File: config.mk
export PLATFORM = sky130hd
export DESIGN_NAME = ptll_isqrt
export DESIGN_NICKNAME = d
export VERILOG_FILES = /design/src/rtl/ptll_isqrt.sv
export SDC_FILE = /design/constraint.sdc
export NUM_CORES = 2
export LEC_CHECK = 0
export ABC_CLOCK_PERIOD_IN_PS = 5600
export BUFFER_PORTS_ARGS = -buffer_cell sky130_fd_sc_hd__buf_4
export CAP_MARGIN = 30
export CELL_PAD_IN_SITES_DETAIL_PLACEMENT = 1
export CELL_PAD_IN_SITES_GLOBAL_PLACEMENT = 1
export CORE_ASPECT_RATIO = 0.75
export CORE_UTILIZATION = 25
export DETAILED_ROUTE_END_ITERATION = 8
export GPL_TIMING_DRIVEN = 0
export PLACE_DENSITY_LB_ADDON = 0.1
export SLEW_MARGIN = 10
export SYNTH_ARGS = -nofsm -noshare
export SYNTH_HDL_FRONTEND = slang
export SYNTH_MEMORY_MAX_BITS = 65536
export SYNTH_SLANG_ARGS = --single-unit
File: constraint.sdc
create_clock -name clk -period 5.6 [get_ports clk]
set_clock_uncertainty 0.2 [all_clocks]
set_input_delay 1.68 -clock clk [delete_from_list [all_inputs] [get_ports clk]]
set_output_delay 1.68 -clock clk [all_outputs]
set_load 0.01 [all_outputs]
File: src/rtl/ptll_isqrt.sv
`timescale 1ns / 1ps

module ptll_isqrt #(
    parameter int SW = 1
) (
    input  logic          clk,
    input  logic          rst_n,
    input  logic          en,
    input  logic          in_vld,
    input  logic [63:0]   in_v,
    input  logic [SW-1:0] in_side,
    output logic          out_vld,
    output logic [31:0]   out_root,
    output logic [SW-1:0] out_side
);

    localparam int NS = 32;

    logic          vld_reg  [0:NS];
    logic [63:0]   v_reg    [0:NS];
    logic [63:0]   r_reg    [0:NS];
    logic [SW-1:0] side_reg [0:NS];

    always_ff @(posedge clk or negedge rst_n)
    begin
        if (!rst_n)
            vld_reg[0] <= 1'b0;
        else if (en)
            vld_reg[0] <= in_vld;
    end

    always_ff @(posedge clk)
    begin
        if (en)
        begin
            v_reg[0]    <= in_v;
            r_reg[0]    <= '0;
            side_reg[0] <= in_side;
        end
    end

    for (genvar k = 0; k < NS; k++)
    begin : g_stage
        localparam logic [63:0] BIT = 64'd1 << (62 - 2 * k);
        logic [63:0] trial;

        assign trial = r_reg[k] + BIT;

        always_ff @(posedge clk or negedge rst_n)
        begin
            if (!rst_n)
                vld_reg[k+1] <= 1'b0;
            else if (en)
                vld_reg[k+1] <= vld_reg[k];
        end

        always_ff @(posedge clk)
        begin
            if (en)
            begin
                side_reg[k+1] <= side_reg[k];
                if (v_reg[k] >= trial)
                begin
                    v_reg[k+1] <= v_reg[k] - trial;
                    r_reg[k+1] <= (r_reg[k] >> 1) + BIT;
                end
                else
                begin
                    v_reg[k+1] <= v_reg[k];
                    r_reg[k+1] <= r_reg[k] >> 1;
                end
            end
        end
    end

    assign out_vld  = vld_reg[NS];
    assign out_root = r_reg[NS][31:0];
    assign out_side = side_reg[NS];

endmodule

; Yosys cells after proc, flatten, opt, wreduce, memory -nomap -nowiden
; Memories as Yosys holds them, arrays and structs flattened.
; Index checks and enable logic that the tools add are counted.
[totals]
reg_bits = 33
mem_bits_rw = 4257
inputBits = 69
elab_cells = 486
memories = 3
[classes]
addsub = 96
order_cmp = 32
n_mux = 258
bitwise = 64
[mem_list]
columns = memory, depth, width, read_ports, rd_ports_with_merged_regs, wr, line
row1 = r_reg, 33, 64, 33, 0, 33, 21  ; logic [63:0] r_reg [0:NS];
row2 = v_reg, 33, 64, 32, 0, 33, 20  ; logic [63:0] v_reg [0:NS];
row3 = side_reg, 33, 1, 33, 0, 33, 22  ; logic [SW-1:0] side_reg [0:NS];
[ops]
columns = operator, n
row1 = 2-to-1 mux 64 bit, 64
row2 = >= comparator 64 bit, 32
row3 = subtractor 64 bit, 32
row4 = 2-to-1 mux 1 bit, 194
row5 = "adder 63 x 1 -> 64 bit, second input constant", 1
row6 = "adder 63 x 11 -> 64 bit, second input constant", 1
row7 = "adder 63 x 13 -> 64 bit, second input constant", 1
row8 = "adder 63 x 15 -> 64 bit, second input constant", 1
row9 = "adder 63 x 17 -> 64 bit, second input constant", 1
row10 = "adder 63 x 19 -> 64 bit, second input constant", 1
row11 = "adder 63 x 21 -> 64 bit, second input constant", 1
row12 = "adder 63 x 23 -> 64 bit, second input constant", 1
row13 = "adder 63 x 25 -> 64 bit, second input constant", 1
row14 = "adder 63 x 27 -> 64 bit, second input constant", 1
row15 = "adder 63 x 29 -> 64 bit, second input constant", 1
row16 = "adder 63 x 3 -> 64 bit, second input constant", 1
row17 = "adder 63 x 31 -> 64 bit, second input constant", 1
row18 = "adder 63 x 33 -> 64 bit, second input constant", 1
row19 = "adder 63 x 35 -> 64 bit, second input constant", 1
row20 = "adder 63 x 37 -> 64 bit, second input constant", 1
row21 = "adder 63 x 39 -> 64 bit, second input constant", 1
row22 = "adder 63 x 41 -> 64 bit, second input constant", 1
row23 = "adder 63 x 43 -> 64 bit, second input constant", 1
row24 = "adder 63 x 45 -> 64 bit, second input constant", 1
row25 = other kinds (45), 108

; Logic depth before layout (Yosys ltp)
[logic_depth]
ltp_word = 6
ltp_mapped = 15

; Least setup slack after synthesis
; Ideal clock, no wire load.
[synth_path]
kind = input-to-reg
from = input en
to = memory r_reg[31][10], enable pin
setup_ns = 0.487
arrival_time_ns = 5.106
t_required_ns = 4.913
path_slack_ns = -0.193
stages = 4
n_path_buf = 4
cell_sequence = clkbuf_1 > clkbuf_1 > clkbuf_1 > clkbuf_1
[synth_lines]
columns = item, line
row1 = "start, declared", 8  ; input logic en,
row2 = "end, declared", 21

==> key figures <==
Outcome
  • Status: finished clean

Routing
  • Iteration-0 DRC Markers: 6460
  • Via/cell ratio: 4.69
  • First drt pass iteration count: 7
  • WL per Instance: approximately 23 um
  • Drt drc: 0
  • Antenna viol nets, final: 0
  • Via count: 81.1k
  • Detailed Route WL: 392000 um

Logic synthesis
  • Asr flop ratio synth: 1.25%
  • Syn. warnings: 0
  • Synth top area share: 62.6%
  • Synth unique cells: 86
  • Synth area leaders: edfxtp_1 (63%), ha_1 (5.6%), xor2_1 (3.1%)
  • Cell with the most instances after synthesis: edfxtp_1
  • Net Count, Synth: 10.5k
  • Syn avg cell area: 12.7 um2
  • Synth Flop Type: edfxtp_1
  • Post-synthesis instance total: ~9.9k
  • Mapped Area: ~130000 um2
  • Commonest cells post-synth: edfxtp_1 (2609), inv_1 (682), nand2_1 (650), nor2_1 (650), ha_1 (558)
  • Seq cells post-synth: around 2.6k
  • Post-synthesis sequential area ratio: 63.3%
  • Post-synth EDFFs: about 2.6k
  • Synth area leader: edfxtp_1

Timing
  • Slew Limit Fails: 0
  • Slew headroom: 26.8%
  • Maximum clock rate: about 0.18 GHz
  • Crit share post-route: 97.0%
  • Fin Setup TNS: 0 ps
  • PnR worst setup slack: 168 ps
  • Fin. Hold Viols: 0
  • Worst-Margin Slew: approximately 1100 ps
  • Final setup fails: 0
  • RSZ-0062 raised after global routing: no
  • Period minus WS final: 5430 ps

Pwr
  • Cell Int Power: 40500 uW
  • Sw Ratio: between 30% and 40%
  • Share of power burned in registers: 46.0%
  • LEAKAGE: about 0.053 uW
  • VDD IR-drop max: 0.000211 V
  • Clk pwr share: between 30% and 40%
  • P_sw: 18100 uW
  • Pwr per Cell Area: 403 nW/um2
  • Gate power share: 20.7%

GRT
  • GR Util All Layers: 15.1%
  • First-pass GRT wire length: about 570000 um
  • Number of global-route vias before repair: just over 80k
  • Initial antenna violation count: 32
  • Largest net degree at the start of global routing: 93
  • Gr ovfl total: 0

Setup path
  • Crit-path slowest cell: and3b_1
  • CP Capture Type: register
  • RR Endpoint: v_reg[26][31]$_DFFE_PP_
  • CP Launch Type: register
  • Cell-by-cell trace of the critical path: inv_1 -> ha_1 -> nor2b_1 -> o21ai_0 -> nor2b_1 -> o2111ai_1 -> a21oi_2 -> nor2_1 -> and3b_1 -> clkinv_1 -> clkbuf_1 -> nor2_1 -> a21oi_1
  • Setup Crit Path Kind: register to register
  • Critical Path Fanout Max: 10
  • CP arrival: 5860 ps
  • WP data required: 6030 ps
  • Worst R2R Path Depth: 13
  • RR Startpoint: r_reg[25][14]$_DFFE_PP_
  • CP max stage delay: 690 ps
  • Reg2reg setup slack: roughly 170 ps

Die
  • Die Area: 503000 um2
  • Initial core utilization: between 20% and 30%
  • Chip Height: 615 um
  • Core Area: 497000 um2
  • Std-Cell Rows: approximately 220
  • Number of top-level pins: 103
  • Die X-Extent: 819 um

Placement
  • Gp weighted congestion: 0.856
  • DP HPWL: a little over 300000 um
  • Pre-CTS setup slack: -2430 ps
  • Port bufs: 102

Min path
  • Min-delay worst type: register to register
  • Hold Path End: side_reg[0][7]$_DFFE_PP_
  • HP Start: side_reg[0][6]$_DFFE_PP_
  • Hold Crit Depth: 0

Clock tree
  • TritonCTS clock tree: yes
  • Reg clk slew, reported paths: 60 ps
  • Root Driver: clkbuf_16
  • Clk Latency, worst-skew pair: between 900 and 1000 ps
  • Num CTS Buffers: 292
  • Hold buffer count at CTS: 0
  • Post-CTS Setup Repair Bufs: 0
  • Deepest clock path buffer count: 4
  • H-Tree Depth: 5
  • CTS sink count: 2642

Layout
  • Final Util: 29.2%
  • Layout cells sized above 1: 8.01%
  • Synth-to-layout area growth: 16.1%
  • Flip-flop count of the largest register after layout: 2048
  • Net count, final: 11.0k

Flow run
  • Total of max-cap violations: 0
[power groups by stage]
stage / clock network (uW) / logic (uW) / registers, uW
floorplan: 0 / 8360 / 26300
global placement: 0 / 11700 / 27500
detailed placement: 0 / 12000 / 27400
CTS: 20300 / 12100 / 27000
global route: 20900 / 13500 / 27300
finish: 19500 / 12100 / 27000
[timing repair]
item,CTS,global route
endpoints found under the setup margin,234,59
cloned,0,0
resized for setup,13,6
[kinds of logic (layout without fill, tap and decap cells)]
family          after synthesis  after routing  synth area share, %
fa+ha+maj                   558            558                 5.58
buf+inv                     903           1615                 2.72
other cells                   0             15                    0
xor+xnor                    886            886                 6.20
flops                      2642           2642                 63.3
compound gates             1842           1842                 9.16
simple gates               2925           2925                 12.0
mux                         118            118                 1.05
[stage by stage]
| stage | total power, uW | instance area, um2 | hold WS [ps] | cells |
|---|---|---|---|---|
| after floorplan | 34700 | 125000 | 200 | 9874 |
| after global placement | 39200 | 134000 | 203 | 16600 |
| after detailed placement | 39400 | 136000 | 206 | 16700 |
| after CTS | 59400 | 145000 | 216 | 17200 |
| after global routing | 61600 | 145000 | 227 | 17300 |
| final | 58600 | 145000 | 218 | 17300 |
[how the worst max path moves through the flow]
stage / slack, ps / endpoint / start
floorplan: -3 / r_reg[24][16]$_DFFE_PP_ / en
global placement: -6450 / v_reg[17][43]$_DFFE_PP_ / en
detailed placement: -2430 / v_reg[30][27]$_DFFE_PP_ / en
CTS: 50 / v_reg[27][53]$_DFFE_PP_ / r_reg[26][37]$_DFFE_PP_
global route: 30 / v_reg[26][29]$_DFFE_PP_ / r_reg[25][14]$_DFFE_PP_
finish: 170 / v_reg[26][31]$_DFFE_PP_ / r_reg[25][14]$_DFFE_PP_
[layout by cell type (no fill, tap or decap), types with 159 or more instances in the layout]
master	netlist	routed
a21o_1	261	261
a21oi_1	554	553
clkbuf_1	207	198
clkbuf_16	0	298
edfxtp_1	2609	2609
ha_1	558	558
inv_1	682	682
nand2_1	650	650
nand3_1	159	159
nor2_1	650	650
nor3_1	266	265
nor4_1	356	343
o21ai_0	487	487
xnor2_1	438	438
xor2_1	448	448
[area by class of cell]
class                      instances  area, um2
clock buffer                     337       7600
inverter                         685       2570
antenna                           15       37.5
fill                           53800     352000
tap                             6667       8340
timing repair buffer             185       2040
clock inverter                   193       1880
buffer                           215        967
sequential                      2642      79200
multi-input combinational       6329      42600
[critical path, delay by kind of cell (launching register included)]
family / cells / cell delay, ps
simple gates: 5 / 1580
compound gates: 4 / 1210
fa+ha+maj: 1 / 360
flops: 1 / 680
buf+inv: 3 / 1090
[metal layers]
metal | vias up | global-route usage [%] | part of all wire, %
li1 | 38000 | - | -
met1 | 41200 | 25.1 | 55
met2 | 1484 | 20.3 | 39
met3 | 396 | 2.31 | 4.8
met4 | 2 | 2.61 | 1.6
met5 | - | 0 | 0.0020
No activity file was read; power rests on OpenSTA's default activity.
